### src/rtl/core/ntcbt_pkg.sv
`timescale 1ns / 1ps
`default_nettype none
package ntcbt_pkg;

    typedef struct packed {
        logic       ok;
        logic [1:0] ch;
    } t_side;

    typedef enum logic [1:0] {
        CFG_SETPOINT = 2'd0,
        CFG_KP       = 2'd1,
        CFG_BIAS     = 2'd2,
        CFG_MAX      = 2'd3
    } t_cfg_idx;

    localparam int LogSteps = 28;
    localparam int DivSteps = 28;

    localparam logic [14:0] AdcFull    = 15'd24000;
    localparam logic [29:0] Ln2Q30     = 30'd744261118;
    localparam logic [18:0] BetaX100   = 19'd395000;
    localparam logic [15:0] T0X100     = 16'd29815;
    localparam logic [44:0] DivRemInit = 45'd482382848000;
    localparam logic [31:0] ZeroCQ16X5 = 32'd89505792;

    localparam logic signed [16:0] SetpointReset = 17'sd4608;
    localparam logic [15:0]        KpReset       = 16'd10483;
    localparam logic [11:0]        BiasReset     = 12'd614;
    localparam logic [11:0]        MaxReset      = 12'd1228;

    function automatic logic [3:0] msb_pos(input logic [14:0] a);
        logic [3:0] p;
        p = '0;
        for (int i = 0; i < 15; i++) begin
            if (a[i]) begin
                p = 4'(i);
            end
        end
        return p;
    endfunction

    // One squaring step of the bit-by-bit logarithm: flag bit then new mantissa.
    function automatic logic [31:0] sq_step(input logic [30:0] m);
        logic [61:0] p;
        logic [31:0] s;
        p = 62'(m) * 62'(m);
        s = p[61:30];
        if (s[31]) begin
            return {1'b1, s[31:1]};
        end
        return {1'b0, s[30:0]};
    endfunction

endpackage
`default_nettype wire

### src/rtl/core/ntcbt_ctrl_pipe.sv
`timescale 1ns / 1ps
`default_nettype none
module ntcbt_ctrl_pipe (
    input  wire logic               i_clk,
    input  wire logic               i_rst_n,
    input  wire logic               i_en,
    input  wire logic               i_vld,
    input  wire ntcbt_pkg::t_side    i_side,
    input  wire logic [27:0]        i_tk,
    input  wire logic signed [16:0] i_setpoint,
    input  wire logic [15:0]        i_kp,
    input  wire logic [11:0]        i_bias,
    input  wire logic [11:0]        i_max,
    output logic                    o_vld,
    output logic [1:0]              o_ch,
    output logic                    o_ok,
    output logic signed [16:0]      o_temp,
    output logic [11:0]             o_dac
);
    import ntcbt_pkg::*;

    logic               r_vld1, r_vld2, r_vld3, r_vld4, r_vld5;
    t_side              r_side1, r_side2, r_side3, r_side4;
    logic [17:0]        r_yo1, r_yo2;
    logic [15:0]        r_q0;
    logic signed [16:0] r_t3, r_t4;
    logic signed [34:0] r_prod;
    logic [1:0]         r_ch;
    logic               r_ok;
    logic signed [16:0] r_temp;
    logic [11:0]        r_dac;

    logic signed [33:0] w_t5;
    logic signed [25:0] w_y;
    logic signed [25:0] w_ysat;
    logic [31:0]        w_p;
    logic [17:0]        w_rem;
    logic [15:0]        w_q;
    logic signed [17:0] w_err;
    logic signed [18:0] w_sh;
    logic signed [19:0] w_d;
    logic [11:0]        w_dac;

    always_comb begin
        w_t5 = $signed({6'b0, i_tk}) * 34'sd5 - $signed({2'b0, ZeroCQ16X5});
        w_y  = 26'((w_t5 + 34'sd640) >>> 8);
        if (w_y < -26'sd51200) begin
            w_ysat = -26'sd51200;
        end else if (w_y > 26'sd192004) begin
            w_ysat = 26'sd192004;
        end else begin
            w_ysat = w_y;
        end
        w_p   = 32'(r_yo1) * 32'd13107;
        w_rem = r_yo2 - 18'(r_q0 * 16'd5);
        w_q   = (w_rem >= 18'd5) ? r_q0 + 16'd1 : r_q0;
        w_err = 18'(r_t3) - 18'(i_setpoint);
        w_sh  = 19'(r_prod >>> 16);
        w_d   = 20'(w_sh) + $signed({8'b0, i_bias});
        if (w_d < 20'sd0) begin
            w_dac = '0;
        end else if (w_d > $signed({8'b0, i_max})) begin
            w_dac = i_max;
        end else begin
            w_dac = w_d[11:0];
        end
    end

    always_ff @(posedge i_clk) begin
        if (!i_rst_n) begin
            r_vld1 <= 1'b0;
            r_vld2 <= 1'b0;
            r_vld3 <= 1'b0;
            r_vld4 <= 1'b0;
            r_vld5 <= 1'b0;
        end else if (i_en) begin
            r_vld1 <= i_vld;
            r_vld2 <= r_vld1;
            r_vld3 <= r_vld2;
            r_vld4 <= r_vld3;
            r_vld5 <= r_vld4;
        end
    end

    always_ff @(posedge i_clk) begin
        if (i_en) begin
            r_side1 <= i_side;
            r_yo1   <= 18'(w_ysat + 26'sd51200);
            r_side2 <= r_side1;
            r_yo2   <= r_yo1;
            r_q0    <= w_p[31:16];
            r_side3 <= r_side2;
            r_t3    <= $signed({1'b0, w_q}) - 17'sd10240;
            r_side4 <= r_side3;
            r_t4    <= r_t3;
            r_prod  <= $signed({2'b0, i_kp}) * 35'(w_err);
            r_ch    <= r_side4.ch;
            r_ok    <= r_side4.ok;
            r_temp  <= r_side4.ok ? r_t4 : '0;
            r_dac   <= r_side4.ok ? w_dac : '0;
        end
    end

    assign o_vld  = r_vld5;
    assign o_ch   = r_ch;
    assign o_ok   = r_ok;
    assign o_temp = r_temp;
    assign o_dac  = r_dac;
endmodule
`default_nettype wire
### config.mk
export PLATFORM = sky130hd
export DESIGN_NAME = ntcbt_ctrl_pipe
export DESIGN_NICKNAME = d
export VERILOG_FILES = /design/src/rtl/core/ntcbt_pkg.sv /design/src/rtl/core/ntcbt_ctrl_pipe.sv
export SDC_FILE = /design/constraint.sdc
export NUM_CORES = 1
export LEC_CHECK = 0
export BUFFER_PORTS_ARGS = -buffer_cell sky130_fd_sc_hd__buf_2
export CAP_MARGIN = 15
export CORE_MARGIN = 2
export CORE_UTILIZATION = 68
export DETAILED_ROUTE_END_ITERATION = 8
export PLACE_DENSITY = 0.86
export SYNTH_ARGS = -nofsm -noshare
export SYNTH_HDL_FRONTEND = slang
export SYNTH_SLANG_ARGS = --single-unit
### constraint.sdc
create_clock -name i_clk -period 17.09 [get_ports i_clk]
set_clock_uncertainty 0.05 [all_clocks]
set_input_delay 4.2725 -clock i_clk [delete_from_list [all_inputs] [get_ports i_clk]]
set_output_delay 4.2725 -clock i_clk [all_outputs]
set_load 0.05 [all_outputs]
==> flow_metrics.py, run 1 <==
metrics = {
    "outcome": {
        "status": "completed",
    },
    "global_routing": {
        "grt_overflow": 0,
        "antenna_found_initial": 1,
        "grt_pass1_wl_um": 109400,
        "grt_use_total_pct": 32.97,
        "first_global_vias": 22930,
        "grt_max_degree": 87,
    },
    "worst_setup_path": {
        "cp.buffers_inverters": 6,
        "startpoint_type": "primary input",
        "required_ns": 17.34,
        "slowest_delay_ns": 0.69,
        "cp_max_fo": 13,
        "slowest_stage": "or4_1",
        "startpoint": "i_setpoint[1]",
        "regToRegStartpoint": "r_t3[1]",
        "end_kind": "register",
        "worstRegToRegCells": 34,
        "critical_path_class": "primary input to register",
        "cp_common_cell": "o21ai_0",
        "r2r_slack_ns": 6.46,
        "setup.worst_path.end": "r_prod[34]",
        "timing.rr.end": "r_prod[34]",
        "critPathArrivalTime_ns": 14.34,
        "crit_family": "compound AO/OA/AOI/OAI gates",
        "worst-path-stages": 36,
    },
    "die": {
        "die_y_um": 205.3,
        "row_count": 73,
        "boundaryPins": 125,
        "core_um2": 39820,
        "die_area_um2": 42150,
        "start_util_pct": 69.20,
        "die_width_um": 205.3,
    },
    "cells_and_area": {
        "fin_area_um2": 29220,
        "diodes": 0,
        "area.growth.synth_to_final_pct": 6.029,
        "nNetsFinal": 3770,
        "drive_gt1_share_pct": 7.844,
    },
    "detailed_routing": {
        "firstDrtPassIters": 7,
        "routed_wl_um": 65940,
        "routedWlPerCell_um": 19.00,
        "ant_nets": 0,
        "vias_per_cell": 6.079,
        "initialDrtViolationCount": 1360,
        "vias": 21095,
        "route.detailed.drc": 0,
    },
    "clocking": {
        "cts_hold_buf": 0,
        "cts.clk_slew.worst_paths_ns": 0.07,
        "worstSkewPairLatency_ns": 0.45,
        "cts_resized": 0,
        "post-cts-setup-buffers": 0,
        "cts_buffers": 17,
        "clockRootBuffer": "clkbuf_16",
        "clock_path_buffers": 2,
        "cts_tree": "yes",
        "h-tree-depth": 4,
        "cts_sinks": 154,
    },
    "logic_synthesis": {
        "async_flop_share_pct": 0,
        "synth_top_area_share_pct": 28.18,
        "yosys.area.top_type": "fa_1",
        "ys_seq_elements": 154,
        "syn-num-nets": 3706,
        "syn_inst": 2868,
        "yosysUniqueCellTypes": 93,
        "syn_avg_cell_area_um2": 9.609,
        "ys_seq_area_share_pct": 16.60,
        "synth-main-ff-cell": "edfxtp_1",
        "ys_warn_count": 0,
        "synth_edf_count": 149,
        "netlist_top_cells_area": "fa_1 28%, ha_1 16%, edfxtp_1 16%",
        "netlist_area_um2": 27560,
    },
    "timing": {
        "fmax_mhz": 70.95,
        "timing.final.crit_share_pct": 82.48,
        "max-slew-margin-rel_pct": 25.34,
        "fin_setup_tns_ns": 0,
        "rsz0062_at_grt": "false",
        "drv_slew": 0,
        "fin_crit_ns": 14.10,
        "worst_pin_slew_ns": 1.114,
        "setup_viol": 0,
        "hold_viol_final": 0,
    },
    "place": {
        "portBuffers": 124,
        "place.gp.congestion": 0.9133,
        "hpwlAfterDp_um": 51250,
        "placed_area_um2": 28630,
    },
    "flow_run": {
        "maxCapViolations": 0,
    },
    "min_path": {
        "hold_class": "register to register",
    },
}
cell type report:
| type | count | area [um^2] |
|---|---|---|
| Fill cell | 2816 | 10600 |
| Timing Repair Buffer | 146 | 792.0 |
| Clock buffer | 19 | 464.2 |
| Clock inverter | 13 | 123.9 |
| Multi-Input combinational cell | 2070 | 20570 |
| Sequential cell | 154 | 4574 |
| Tap cell | 525 | 656.9 |
| Inverter | 543 | 2038 |
layer usage:
metal / vias to the layer above / part of all wire (%) / global-route usage, %
met5: - / 0 / 0
met4: 0 / 4.1 / 14.11
met3: 213 / 7.2 / 4.862
met2: 903 / 52 / 60.87
met1: 10368 / 37 / 38.00
li1: 9611 / - / -
cell usage in the layout (no fill, tap or decap), types with 22 or more instances in the layout:
master / instances
edfxtp_1: 149
a21o_1: 41
buf_2: 123
xnor2_1: 88
nor2_1: 113
and3_1: 26
ha_1: 358
o21a_1: 25
a21oi_1: 79
nand3_1: 47
nand4_1: 34
buf_4: 22
a31oi_1: 23
a21boi_0: 22
fa_1: 388
inv_1: 543
o21ai_0: 79
mux2i_1: 22
xor2_1: 49
nor3_1: 44
nand2_1: 219
nor2b_1: 33
and2_1: 115
Yosys cell counts, types with 4 or more instances:
cell type	count
o31a_1	5
nand2_1	219
o22ai_1	6
nand3b_1	8
or4_1	6
xor2_1	49
a31oi_1	23
a21boi_0	22
dfxtp_1	5
a2111oi_0	8
o31ai_1	9
nor2b_1	33
ha_1	358
fa_1	388
o221a_2	6
nor3b_1	21
buf_2	12
mux2i_1	22
nand3_1	47
clkbuf_1	87
a21oi_1	79
or2_2	10
nand4_1	34
a221oi_1	4
o21a_1	25
o211a_1	5
edfxtp_1	149
o311ai_0	10
nor4_1	8
and3_1	26
a21o_1	41
o21ai_1	5
a211o_1	7
inv_1	543
or3_1	14
xnor2_1	90
o211ai_1	9
o21ai_0	79
nand2b_1	17
and2_1	115
o21bai_1	10
a211oi_1	21
nor2_1	114
nor3_1	44
cells by family (layout without fill, tap and decap cells):
family	count (synthesis)	in the layout	synth area share [%]
multiplexers	23	23	0.8399
buffers and inverters	644	721	8.840
AND/OR/NAND/NOR	733	733	13.67
adder cells (fa/ha/maj)	748	748	44.51
AO/OA/AOI/OAI	425	425	11.01
XOR/XNOR	141	141	4.536
flip-flops	154	154	16.60
metrics by stage:
stage,instances,utilization [%],setup slack (ns),hold WS [ns]
2_1_floorplan,2868,-,4.274,0.3503
3_3_place_gp,3438,71.90,3.290,0.3505
3_5_place_dp,3438,71.90,2.794,0.3545
4_1_cts,3470,73.38,3.127,0.3649
5_1_grt,3470,73.38,2.528,0.3783
6_report,3470,73.38,2.995,0.3659
flip-flops by register name (all words and copies together) (netlist names):
name     count
o_ch         2
o_dac       12
o_ok         1
o_temp      17
o_vld        1
r_prod      19
r_q0        16
r_side1      3
r_side2      3
r_side3      3
r_side4      3
r_t3        17
r_t4        17
r_vld1       1
r_vld2       1
r_vld3       1
r_vld4       1
r_yo1       18
r_yo2       18
how the worst min path moves through the flow:
stage | start | to | slack, ns | depth (start not counted)
finish | r_side2[2] | r_side3[2] | 0.37 | 0
global route | r_side3[2] | r_side4[2] | 0.38 | 0
CTS | r_side4[1] | o_ch[1] | 0.36 | 0
detailed placement | r_side4[1] | o_ch[1] | 0.35 | 0
global placement | r_side3[1] | r_side4[1] | 0.35 | 0
floorplan | r_side4[0] | o_ch[0] | 0.35 | 0
Power of run 1 is not shown: default switching activity piles up to over one toggle a cycle in this logic, so the estimate is an artifact.
==> run 2: changes to the inputs <==
ABC_AREA = 1   (was default)
CORE_UTILIZATION = 59   (was 68)
PLACE_DENSITY = 0.79   (was 0.86)
clock period = 11.9 ns   (was 17.09 ns; I/O delays follow)
==> flow_metrics.py, run 2 <==
metrics = {
    "outcome": {
        "status": "completed",
    },
    "clocking": {
        "clockRootBuffer": "clkbuf_16",
        "worstSkewPairLatency_ns": 0.44,
        "cts_hold_buf": 0,
        "cts_tree": "yes",
        "cts_buffers": 17,
        "clock_path_buffers": 2,
        "post-cts-setup-buffers": 0,
        "cts_resized": 0,
        "h-tree-depth": 4,
        "cts_sinks": 154,
        "cts.clk_slew.worst_paths_ns": 0.08,
    },
    "detailed_routing": {
        "ant_nets": 0,
        "wl_met2_um": 31430,
        "firstDrtPassIters": 5,
        "routedWlPerCell_um": 15.45,
        "vias_per_cell": 5.305,
        "wirelength_met1_um": 25540,
        "vias": 21553,
        "initialDrtViolationCount": 1385,
        "wl_met3_um": 3176,
        "route.detailed.drc": 0,
        "routed_wl_um": 62790,
        "maxUsedRoutingLayer": "met4",
    },
    "logic_synthesis": {
        "yosysUniqueCellTypes": 52,
        "netlist_top_cells_area": "fa_1 28%, ha_1 16%, edfxtp_1 16%",
        "syn_avg_cell_area_um2": 8.276,
        "synth_top_family_by_area": "adder cells",
        "ys_seq_elements": 154,
        "ys_seq_area_share_pct": 16.58,
        "syn-num-nets": 4171,
        "synth_top_area_share_pct": 28.16,
        "synthMuxAreaShare_pct": 0,
        "netlist_area_um2": 27580,
        "synth-main-ff-cell": "edfxtp_1",
        "yosysMostFrequentCell": "inv_1",
        "synthXorXnorAreaFrac_pct": 3.302,
        "synth_edf_count": 149,
        "ys_warn_count": 0,
        "synth.top_cells.by_count": "790 x inv_1, 669 x nand2_1, 388 x fa_1, 358 x ha_1, 255 x nor2_1",
        "async_flop_share_pct": 0,
        "yosys.area_share.adder_pct": 44.40,
        "syn_inst": 3333,
        "synth_compound_area_share_pct": 5.584,
        "yosys.area.top_type": "fa_1",
        "yosys.area_share.simple_pct": 18.45,
    },
    "worst_setup_path": {
        "startpoint_type": "primary input",
        "cp_common_cell": "nand2_1",
        "cp_max_fo": 11,
        "critPathArrivalTime_ns": 10.99,
        "end_kind": "register",
        "slowest_delay_ns": 0.54,
        "required_ns": 12.03,
        "slowest_stage": "fa_1",
        "critical_path_class": "primary input to register",
    },
    "place": {
        "portBuffers": 124,
        "placed_area_um2": 28860,
        "place.gp.congestion": 0.9295,
        "dp_worst_setup_slack_ns": 0.7221,
        "hpwlAfterDp_um": 52120,
    },
    "timing": {
        "worst_pin_slew_ns": 0.9429,
        "drv_slew": 0,
        "fin_setup_tns_ns": 0,
        "rsz0062_at_grt": "false",
        "timing.final.crit_share_pct": 91.23,
        "fmax_mhz": 92.11,
        "layout_setup_ws_ns": 1.043,
        "setup_viol": 0,
        "max-slew-margin-rel_pct": 37.14,
        "hold_viol_final": 0,
        "fin_crit_ns": 10.86,
    },
    "global_routing": {
        "antenna_found_initial": 0,
        "grt_overflow": 0,
        "grt_max_degree": 79,
        "grt_pass1_wl_um": 106600,
        "first_global_vias": 22595,
        "grt_use_total_pct": 27.45,
    },
    "die": {
        "die_area_um2": 48500,
        "core_um2": 46360,
        "start_util_pct": 59.50,
        "die_width_um": 220.2,
        "row_count": 79,
        "boundaryPins": 125,
        "die_y_um": 220.2,
    },
    "cells_and_area": {
        "diodes": 0,
        "fillCellCount": 3923,
        "largest_registers": "r_prod: 19 flops, r_yo1: 18 flops, r_yo2: 18 flops",
        "area.growth.synth_to_final_pct": 6.813,
        "regMostFlops": "r_prod",
        "mostFrequentLayoutCell": "inv_1",
        "fin_area_um2": 29460,
        "final_cell_mix": "790 x inv_1, 669 x nand2_1, 388 x fa_1",
        "nNetsFinal": 4281,
        "drive_gt1_share_pct": 7.581,
        "largest_reg_flops": 19,
    },
    "min_path": {
        "hold_class": "register to register",
    },
    "flow_run": {
        "maxCapViolations": 0,
    },
}
run 2: cell types whose count changed after synthesis, moves of 33 or more:
cell / previous run / this run
a21oi_1: 79 / 150
nand3_1: 47 / 120
a21o_1: 41 / 5
xnor2_1: 90 / 31
clkbuf_1: 87 / 36
nand2_1: 219 / 669
inv_1: 543 / 790
nor2b_1: 33 / 0
nor2_1: 114 / 255
and2_1: 115 / 2
run 2: layer usage:
layer,vias to the layer above,global-route usage (%)
li1,10490,-
met1,10249,33.25
met2,655,49.31
met3,159,3.299
met4,0,11.77
met5,-,0
run 2: worst paths after layout:
path / from / to / slack [ns] / cells past startpoint
worst max register to register: r_t3[0] / r_prod[34] / 3.18 / 46
worst min-delay path: r_side3[0] / r_side4[0] / 0.37 / 0
worst min register to register: r_side3[0] / r_side4[0] / 0.37 / 0
worst max-delay path: i_setpoint[0] / r_prod[34] / 1.04 / 46
run 2: through the flow:
stage	hold WS (ns)	instances	utilization (%)
after floorplan	0.3503	3333	-
after detailed placement	0.3554	4031	62.26
after global placement	0.3519	4031	62.26
after CTS	0.3733	4063	63.56
final	0.3685	4063	63.56
after global routing	0.3848	4063	63.56
run 2: final cells by class:
class / instances / area [um^2] / area share, %
clock buffers: 17 / 425.4 / 1.444
clock inverters: 15 / 173.9 / 0.5903
inverters: 818 / 3070 / 10.42
multi-input cells: 2322 / 19790 / 67.16
flip-flops and latches: 154 / 4574 / 15.53
well taps: 607 / 759.5 / 2.578
repair buffers: 130 / 671.9 / 2.280
run 2: logic make-up after synthesis:
family                     Yosys count
AOI/OAI and AO/OA                  278
xor gates and xnor gates           104
adders and majority gates          746
buffers and inverters              857
DFF                                154
and+or+nand+nor                   1194
run 2: worst max-delay path, delay by kind of cell:
kind | cells | cell delay, ns
buffers and inverters | 8 | 0.85
AND/OR/NAND/NOR | 18 | 1.52
AO/OA/AOI/OAI | 10 | 1.58
XOR/XNOR | 1 | 0.14
adder cells (fa/ha/maj) | 9 | 3.90
Power of run 2 is left out for the same reason.
